File: src/sv/ptd_pkg.sv
`timescale 1ns / 1ps

package ptd_pkg;

  // operand widths
  localparam int NUM_WIDTH = 32;
  // trial divisor reaches at most 2^(NUM_WIDTH/2)+3
  localparam int DIV_WIDTH = NUM_WIDTH / 2 + 2;
  // running square of (divisor-1), one step past the candidate at most
  localparam int SQ_WIDTH  = NUM_WIDTH + 2;
  // bit position within the candidate during a remainder pass
  localparam int BIT_WIDTH = $clog2(NUM_WIDTH);

  // controller states
  typedef enum logic [2:0] {
    S_IDLE,
    S_CLASSIFY,
    S_BOUND,
    S_DIV,
    S_EVAL,
    S_DONE
  } state_e;

  // commands from controller to datapath
  typedef struct packed {
    logic load;        // capture a new candidate and reset the divisor
    logic start_div;   // clear the remainder and point at the top bit
    logic div_step;    // one restoring remainder step
    logic advance;     // next odd divisor and its bound square
    logic set_result;  // latch result_val as the answer
    logic result_val;
  } cmd_t;

  // status from datapath to controller
  typedef struct packed {
    logic trivial;         // 0, 1, 2 or even
    logic trivial_prime;   // the candidate is two
    logic bound_exceeded;  // (divisor-1)^2 > candidate
    logic div_last;        // final bit of the remainder pass
    logic rem_zero;        // remainder is zero
  } stat_t;

endpackage

File: src/sv/ptd_datapath.sv
`timescale 1ns / 1ps

module ptd_datapath (
  input  logic                        clk_i,
  input  logic                        rst_ni,
  input  ptd_pkg::cmd_t               cmd_i,
  input  logic [ptd_pkg::NUM_WIDTH-1:0] candidate_i,
  output ptd_pkg::stat_t              stat_o,
  output logic                        is_prime_o
);
  import ptd_pkg::*;

  logic [NUM_WIDTH-1:0] n_q, n_d;
  logic [DIV_WIDTH-1:0] d_q, d_d;
  logic [SQ_WIDTH-1:0]  sq_q, sq_d;
  logic [DIV_WIDTH:0]   r_q, r_d;
  logic [BIT_WIDTH-1:0] bit_q, bit_d;
  logic                 prime_q, prime_d;
  logic [DIV_WIDTH:0]   r_shift;

  // candidate, divisor and bound square
  always_comb begin
    n_d  = n_q;
    d_d  = d_q;
    sq_d = sq_q;
    if (cmd_i.load) begin
      n_d  = candidate_i;
      d_d  = DIV_WIDTH'(3);
      sq_d = SQ_WIDTH'(4);
    end else if (cmd_i.advance) begin
      // (q+2)^2 = q^2 + 4(q+1) with q = d-1
      d_d  = d_q + DIV_WIDTH'(2);
      sq_d = sq_q + SQ_WIDTH'({d_q, 2'b00});
    end
  end

  // restoring remainder, one candidate bit per cycle
  assign r_shift = {r_q[DIV_WIDTH-1:0], n_q[bit_q]};

  always_comb begin
    r_d   = r_q;
    bit_d = bit_q;
    if (cmd_i.start_div) begin
      r_d   = '0;
      bit_d = BIT_WIDTH'(NUM_WIDTH - 1);
    end else if (cmd_i.div_step) begin
      if (r_shift >= {1'b0, d_q}) begin
        r_d = r_shift - {1'b0, d_q};
      end else begin
        r_d = r_shift;
      end
      bit_d = bit_q - BIT_WIDTH'(1);
    end
  end

  // result bit
  always_comb begin
    prime_d = prime_q;
    if (cmd_i.set_result) begin
      prime_d = cmd_i.result_val;
    end
  end

  always_ff @(posedge clk_i) begin
    n_q   <= n_d;
    d_q   <= d_d;
    sq_q  <= sq_d;
    r_q   <= r_d;
    bit_q <= bit_d;
  end

  always_ff @(posedge clk_i or negedge rst_ni) begin
    if (!rst_ni) begin
      prime_q <= 1'b0;
    end else begin
      prime_q <= prime_d;
    end
  end

  // status
  assign stat_o.trivial_prime  = (n_q == NUM_WIDTH'(2));
  assign stat_o.trivial        = (n_q < NUM_WIDTH'(2)) || !n_q[0] || stat_o.trivial_prime;
  assign stat_o.bound_exceeded = (sq_q > SQ_WIDTH'(n_q));
  assign stat_o.div_last       = (bit_q == '0);
  assign stat_o.rem_zero       = (r_q == '0);

  assign is_prime_o = prime_q;

endmodule

File: src/sv/ptd_ctrl.sv
`timescale 1ns / 1ps

module ptd_ctrl (
  input  logic           clk_i,
  input  logic           rst_ni,
  input  logic           in_valid_i,
  output logic           in_stall_o,
  output logic           out_valid_o,
  input  logic           out_stall_i,
  input  ptd_pkg::stat_t stat_i,
  output ptd_pkg::cmd_t  cmd_o
);
  import ptd_pkg::*;

  state_e state_q, state_d;

  // next state
  always_comb begin
    state_d = state_q;
    unique case (state_q)
      S_IDLE:     if (in_valid_i) state_d = S_CLASSIFY;
      S_CLASSIFY: state_d = stat_i.trivial ? S_DONE : S_BOUND;
      S_BOUND:    state_d = stat_i.bound_exceeded ? S_DONE : S_DIV;
      S_DIV:      if (stat_i.div_last) state_d = S_EVAL;
      S_EVAL:     state_d = stat_i.rem_zero ? S_DONE : S_BOUND;
      S_DONE:     if (!out_stall_i) state_d = S_IDLE;
      default:    state_d = S_IDLE;
    endcase
  end

  // commands and handshake
  always_comb begin
    cmd_o       = '0;
    in_stall_o  = 1'b1;
    out_valid_o = 1'b0;
    unique case (state_q)
      S_IDLE: begin
        in_stall_o = 1'b0;
        cmd_o.load = in_valid_i;
      end
      S_CLASSIFY: begin
        cmd_o.set_result = stat_i.trivial;
        cmd_o.result_val = stat_i.trivial_prime;
      end
      S_BOUND: begin
        cmd_o.set_result = stat_i.bound_exceeded;
        cmd_o.result_val = 1'b1;
        cmd_o.start_div  = !stat_i.bound_exceeded;
      end
      S_DIV: begin
        cmd_o.div_step = 1'b1;
      end
      S_EVAL: begin
        cmd_o.set_result = stat_i.rem_zero;
        cmd_o.result_val = 1'b0;
        cmd_o.advance    = !stat_i.rem_zero;
      end
      S_DONE: begin
        out_valid_o = 1'b1;
      end
      default: begin
        cmd_o = '0;
      end
    endcase
  end

  always_ff @(posedge clk_i or negedge rst_ni) begin
    if (!rst_ni) begin
      state_q <= S_IDLE;
    end else begin
      state_q <= state_d;
    end
  end

endmodule

File: src/sv/primality_test_trial_division.sv
// result: 0, 1, 2 and even candidates are settled straight after classification; otherwise
//   odd divisors 3, 5, 7, ... are tried until one divides the candidate (composite) or
//   (divisor-1)^2 exceeds the candidate (prime)
// throughput: one item at a time, the next accept comes only after the result is taken;
//   each divisor: one bound check, a bit-serial remainder over NUM_WIDTH bits, one test
// reset: rst_ni asynchronous active low, returns the controller to idle with no result
`timescale 1ns / 1ps

module primality_test_trial_division (
  input  logic                          clk_i,
  input  logic                          rst_ni,
  input  logic                          in_valid_i,
  output logic                          in_stall_o,
  input  logic [ptd_pkg::NUM_WIDTH-1:0] candidate_i,
  output logic                          out_valid_o,
  input  logic                          out_stall_i,
  output logic                          is_prime_o
);
  import ptd_pkg::*;

  cmd_t  cmd;
  stat_t stat;

  // sequencer
  ptd_ctrl u_ctrl (
    .clk_i       (clk_i),
    .rst_ni      (rst_ni),
    .in_valid_i  (in_valid_i),
    .in_stall_o  (in_stall_o),
    .out_valid_o (out_valid_o),
    .out_stall_i (out_stall_i),
    .stat_i      (stat),
    .cmd_o       (cmd)
  );

  // divisor, bound and remainder datapath
  ptd_datapath u_datapath (
    .clk_i       (clk_i),
    .rst_ni      (rst_ni),
    .cmd_i       (cmd),
    .candidate_i (candidate_i),
    .stat_o      (stat),
    .is_prime_o  (is_prime_o)
  );

`ifndef SYNTH
  // no new item is taken while a result waits
  a_no_accept_with_result: assert property (@(posedge clk_i) disable iff (!rst_ni)
    out_valid_o |-> in_stall_o)
    else $error("item accepted while a result is pending");

  // a result never shows in the cycle after an accept
  a_no_early_result: assert property (@(posedge clk_i) disable iff (!rst_ni)
    (in_valid_i && !in_stall_o) |=> !out_valid_o)
    else $error("result raised straight after accept");

  // even candidates other than two give not-prime by way of classify straight to done
  a_even_fast: assert property (@(posedge clk_i) disable iff (!rst_ni)
    (in_valid_i && !in_stall_o && !candidate_i[0] && candidate_i != NUM_WIDTH'(2))
      |-> ##2 (out_valid_o && !is_prime_o))
    else $error("even candidate not rejected");

  // datapath commands are exclusive of one another
  a_cmd_exclusive: assert property (@(posedge clk_i) disable iff (!rst_ni)
    $onehot0({cmd.load, cmd.start_div, cmd.div_step, cmd.advance, cmd.set_result}))
    else $error("conflicting datapath commands");
`endif

endmodule

File: config.mk
export PLATFORM = sky130hd
export DESIGN_NAME = primality_test_trial_division
export DESIGN_NICKNAME = d
export VERILOG_FILES = /design/src/sv/ptd_pkg.sv /design/src/sv/ptd_datapath.sv /design/src/sv/ptd_ctrl.sv /design/src/sv/primality_test_trial_division.sv
export SDC_FILE = /design/constraint.sdc
export NUM_CORES = 1
export LEC_CHECK = 0
export BUFFER_PORTS_ARGS = -buffer_cell sky130_fd_sc_hd__buf_2
export CELL_PAD_IN_SITES_DETAIL_PLACEMENT = 0
export CELL_PAD_IN_SITES_GLOBAL_PLACEMENT = 2
export CORE_MARGIN = 3
export CORE_UTILIZATION = 30
export CTS_BUF_LIST = sky130_fd_sc_hd__clkbuf_4
export CTS_CLUSTER_SIZE = 20
export DETAILED_ROUTE_END_ITERATION = 6
export PLACE_DENSITY_LB_ADDON = 0.1
export SETUP_SLACK_MARGIN = 0.4
export SLEW_MARGIN = 20
export SYNTH_ARGS = -nofsm -noshare
export SYNTH_HDL_FRONTEND = slang
export SYNTH_SLANG_ARGS = --single-unit
export TNS_END_PERCENT = 10
File: constraint.sdc
create_clock -name clk_i -period 8.9 [get_ports clk_i]
set_clock_uncertainty 0.1 [all_clocks]
set_input_delay 0.445 -clock clk_i [delete_from_list [all_inputs] [get_ports clk_i]]
set_output_delay 0.445 -clock clk_i [all_outputs]
set_load 0.02 [all_outputs]
# Word-level counts from Yosys, hierarchy flattened
# Cells that the tools add are included.
totals:
  output_inout_bits: 3
  regBits: 112
  wordCells: 50
op_classes:
  n_eq_ne: 9
  n_lt_le_gt_ge: 4
  muxes: 17
  addsub: 4
  n_reduce_logical: 9
op_table:
  columns: ["op", "count"]
  rows:
  - ["adder 34 x 20 -> 34 bit", 1]
  - ["greater-than comparator 34 x 32 -> 1 bit", 1]
  - ["equality test 32 x 2 -> 1 bit (second input constant)", 1]
  - ["< comparator 32 x 2 -> 1 bit (second input constant)", 1]
  - [">= comparator 19 x 18 -> 1 bit", 1]
  - ["zero test 19 bit", 1]
  - ["2-to-1 mux 19 bit", 1]
  - ["subtractor 19 x 18 -> 19 bit", 1]
  - ["adder 18 x 2 -> 18 bit (second input constant)", 1]
  - ["2-to-1 mux 3 bit", 6]
  - ["case mux 3 bit (6 select lines)", 1]
  - ["2-to-1 mux 1 bit", 7]
  - ["equality test 3 x 2 -> 1 bit (second input constant)", 2]
  - ["equality test 3 bit (second input constant)", 2]
  - ["< comparator 5 x 6 -> 1 bit (second input constant)", 1]
  - ["!= test 2 bit (second input constant)", 3]
  - ["case mux 2 bit (3 select lines)", 1]
  - ["binary-select mux 1 bit (select 5 bit)", 1]
  - ["zero test 5 bit", 1]
  - ["subtractor 5 x 1 -> 5 bit (second input constant)", 1]
  - ["equality test 3 x 1 -> 1 bit (second input constant)", 1]
  - ["zero test 1 bit", 3]
  - ["zero test 3 bit", 1]
  - ["AND reduction 3 bit", 1]
  - ["logical OR 1 bit", 2]

# Longest topological paths before layout
depth:
  ltp_word: 5
  ltp_mapped: 16

# By module
# From an unflattened synthesis, not the netlist that was laid out.
hier_totals:
  cells_unflattened: 850
  hier_area_um2: 7531.0
by_module_without_submodules:
  columns: ["module", "area_per_inst_um2", "cells_each", "instances"]
  rows:
  - ["ptd_datapath", 7243.2, 807, 1]
  - ["ptd_ctrl", 287.8, 43, 1]

# Worst setup path after synthesis
# OpenSTA, ideal clock, no wires.
synth_path:
  path_type: "reg2reg"
  startpoint: "register u_datapath.bit_q[0]"
  endpoint: "register u_datapath.r_q[12]"
  setup_ns: 0.092
  period_less_slack_ns: 3.624
  required_time_ns: 8.708
  path_slack_ns: 5.276
  path_stages_with_launch: 16
  t_arrival_ns: 3.432
  path_cell_list: "dfxtp_1 -> buf_6 -> mux4_2 -> mux2i_1 -> a2bb2oi_2 -> nand3_1 -> fa_1 -> a21oi_1 -> o21ai_0 -> a31oi_1 -> nor3_1 -> or3_1 -> a21oi_1 -> xnor2_1 -> nor3_1 -> nor4_1"
synth_between:
  elab_chain_len: 4
  elab_cells_between_ends: 5
  cone_classes: "1 x add/sub; 1 x order compare; 3 x mux"
synth_lines:
  columns: ["item", "line_no", "rtl"]
  rows:
  - ["from (decl)", "ptd_datapath.sv:17", "logic [BIT_WIDTH-1:0] bit_q, bit_d;"]
  - ["from (signal assigned)", "ptd_datapath.sv:69", "bit_q <= bit_d;"]
  - ["binary-select mux 1 bit (select 5 bit) (*)", "ptd_datapath.sv:38", "assign r_shift = {r_q[DIV_WIDTH-1:0], n_q[bit_q]};"]
  - ["2-to-1 mux 1 bit (not written as such) (*)", "ptd_datapath.sv:38", null]
  - ["subtractor 19 x 18 -> 19 bit or >= comparator 19 x 18 -> 1 bit (tied branches)", "ptd_datapath.sv:48, ptd_datapath.sv:47", null]
  - ["2-to-1 mux 19 bit (*)", "ptd_datapath.sv:47", "if (r_shift >= {1'b0, d_q}) begin"]
  - ["to (signal assigned)", "ptd_datapath.sv:68", "r_q <= r_d;"]
  - ["to (decl)", "ptd_datapath.sv:16", "logic [DIV_WIDTH:0] r_q, r_d;"]
# Every way passes the cells marked *; elsewhere a longest branch is shown, timed or not. The select of a mux whose other input is x is not followed.
# A chain may end at the register's enable or synchronous reset.

# Worst setup path after layout
# Ends and elaborated chain as after synthesis.

==> metrics <==
Final Hold Fails 0; status finished clean; CTS tree done; antenna violations before repair 2; drt initial violations 296; slowest stage cell on the critical path dfxtp_1; number of post-CTS setup repair buffers 0; number of distinct library cells after synthesis 63; post-route cell area 8145 µm²; start point of the critical path u_datapath.bit_q[0]; Synth Cell Area 7148 µm²; Synth Area per Inst 8.891 µm²; period utilization 48.59%; worst-margin pin slew 0.8773 ns; pwr dens 268.6 nW/µm²; Die X 160.4 µm; crit-path leading delay family compound AO/OA/AOI/OAI gates; VDD IR max 97.14 µV; Post-Synthesis Net Count 909; FFs w/ async S/R, synth 3.670%; minimum clock period 4.324 ns; Sum Neg Setup Slack 0 ns; final wirelength 20550 µm; core area 23050 µm²; crit path DAT 4.65 ns; crit path kind reg -> reg; Crit path required time 9.23 ns; fraction of layout cells with a size suffix above 1 9.143%; Die Ht 160.4 µm; placed cell area 7657 µm²; gr ovfl total 0; GRT Util Overall 16.08%; Syn. warnings 0; startpoint class of the critical path flop; gpl congestion 0.7697; Yosys top cell area share 20.44%; worst-path fanout max 12; r2r startpoint u_datapath.bit_q[0]; num rows 55; Longest Clk Path Bufs 2; synthesized flop and latch total 109; CTS Buf Count 9; critical path's largest stage delay 0.68 ns; Worst-path clk slew 0.19 ns; Avg Vias per Cell 4.997; Leak Pwr 3.471 nW; crit end category flop; minimum hold slack 0.1409 ns; Worst Hold Class in -> async; H-tree Lvls 3; vias 5946; post-synthesis sequential area ratio 35.29%; largest net degree at the start of global routing 47; worst skew pair latency 0.52 ns; crit-path cells mux4_2 -> mux2_2 -> a2bb2oi_2 -> nand3_1 -> fa_1 -> a21oi_1 -> o21ai_0 -> a31oi_1 -> nor3_1 -> or3_1 -> a21oi_1 -> xnor2_1 -> nor3_1 -> nor4_1; DRC errors left 0; # nets final 975; hpwl dp 15730 µm; Initial Util 31.01%; Root Driver clkbuf_4; fmax 231.3 MHz; ys flop type dfxtp_1; first-pass GRT wire length 32420 µm; Initial DRT Pass Iterations 5; Synth area leaders dfxtp_1 (20%), edfxtp_1 (13%), ha_1 (12%), xnor2_1 (4.5%), nand2_1 (3.8%); Syn Inst Count 804; slew margin rel. 41.38%; cell taking the most area after synthesis dfxtp_1; RSZ-0062 raised after global routing no; CP bufs+invs 0; Port Buffers 38; Layout area overhead 13.95%; antenna-violating nets left 0; WL/cell 17.27 µm; Post-synth EDFFs 32; final worst slack 4.576 ns; pre-CTS setup slack 4.608 ns; Final setup viols 0; number of top-level pins 39; vias in the first global route 5857; final slew viol count 0; Commonest cells post-synth dfxtp_1 (73), nand2_1 (73), ha_1 (67); die area 25720 µm²; TritonCTS sink count 109; # Max-Cap Violations 0
[cell families (layout without fill, tap and decap cells)]
family / count (synthesis) / after routing / share of synthesized area, %
AO/OA/AOI/OAI: 199 / 199 / 18.71
XOR/XNOR: 50 / 50 / 6.126
adder cells (fa/ha/maj): 69 / 69 / 12.29
buffers and inverters: 85 / 156 / 5.041
flip-flops: 109 / 109 / 35.29
multiplexers: 25 / 25 / 4.218
other: 0 / 2 / 0
AND/OR/NAND/NOR: 267 / 267 / 18.33
[through the flow]
| stage | power (mW) | cells | utilization (%) |
|---|---|---|---|
| after floorplan | 1.685 | 804 | - |
| after global placement | 1.925 | 1138 | 33.22 |
| after detailed placement | 1.937 | 1138 | 33.22 |
| after CTS | 2.226 | 1188 | 35.28 |
| after global routing | 2.388 | 1190 | 35.33 |
| final | 2.188 | 1190 | 35.33 |
[registers in the layout, indices dropped and copies added (netlist names)]
signal	flops
u_ctrl.state_q	3
u_datapath.bit_q	5
u_datapath.d_q	17
u_datapath.is_prime_o	1
u_datapath.n_q	32
u_datapath.r_q	19
u_datapath.sq_q	32
[path summary, 6_finish.rpt]
path,to,slack [ns],depth (start not counted)
setup / recovery,u_datapath.r_q[12],4.58,14
hold / removal,u_datapath.is_prime_o,0.14,2
setup reg to reg,u_datapath.r_q[12],4.58,14
hold reg to reg,u_datapath.sq_q[12],0.39,2
max in group asynchronous,u_ctrl.state_q[1],8.45,2
min in group clk_i,u_datapath.sq_q[12],0.39,2
[layout make-up]
| class | instances | area, µm² |
|---|---|---|
| Tap cell | 313 | 391.6 |
| Antenna cell | 2 | 5.005 |
| Timing Repair Buffer | 79 | 583.1 |
| Fill cell | 2362 | 14910 |
| Clock inverter | 7 | 68.82 |
| Clock buffer | 9 | 67.56 |
| Sequential cell | 109 | 2522 |
| Inverter | 61 | 229.0 |
| Multi-Input combinational cell | 610 | 4278 |
[layer usage]
| layer | up-vias | GRT usage [%] | part of all wire, % |
|---|---|---|---|
| met2 | 78 | 26.78 | 47 |
| met1 | 2800 | 22.09 | 49 |
| met4 | 0 | 3.274 | 0.83 |
| met5 | - | 0 | 0 |
| li1 | 3059 | - | - |
| met3 | 9 | 2.657 | 2.9 |
[cells in the final DEF, fill, tap and decap left out, types with 5 or more instances in the layout]
master / count
a21oi_1: 54
buf_2: 38
o31ai_1: 9
and2_1: 7
nand2_1: 73
or4_1: 8
o21a_1: 7
buf_4: 7
nand3_1: 18
dfxtp_1: 73
mux2i_1: 20
ha_1: 67
a21o_1: 30
nor3_1: 17
nor2b_1: 8
xor2_1: 13
nand2b_1: 9
nor3b_1: 5
o21ai_0: 32
dlygate4sd3_1: 34
edfxtp_1: 32
nor2_1: 65
clkbuf_4: 9
xnor2_1: 37
or3_1: 13
and3_1: 5
nor4_1: 15
a211oi_1: 20
nand4_1: 13
inv_1: 60
[report_power, final]
group          total [mW]  switching, mW  internal (mW)
combinational        1.16          0.651          0.511
sequential          0.761          0.135          0.626
clock               0.265          0.200         0.0650
[timing repair]
item,4_1_cts,5_1_grt
resized for setup,0,0
setup endpoints to repair,0,0
endpoints found under the hold margin,37,0
hold buffers,34,0
No activity file was read; power rests on OpenSTA's default activity.
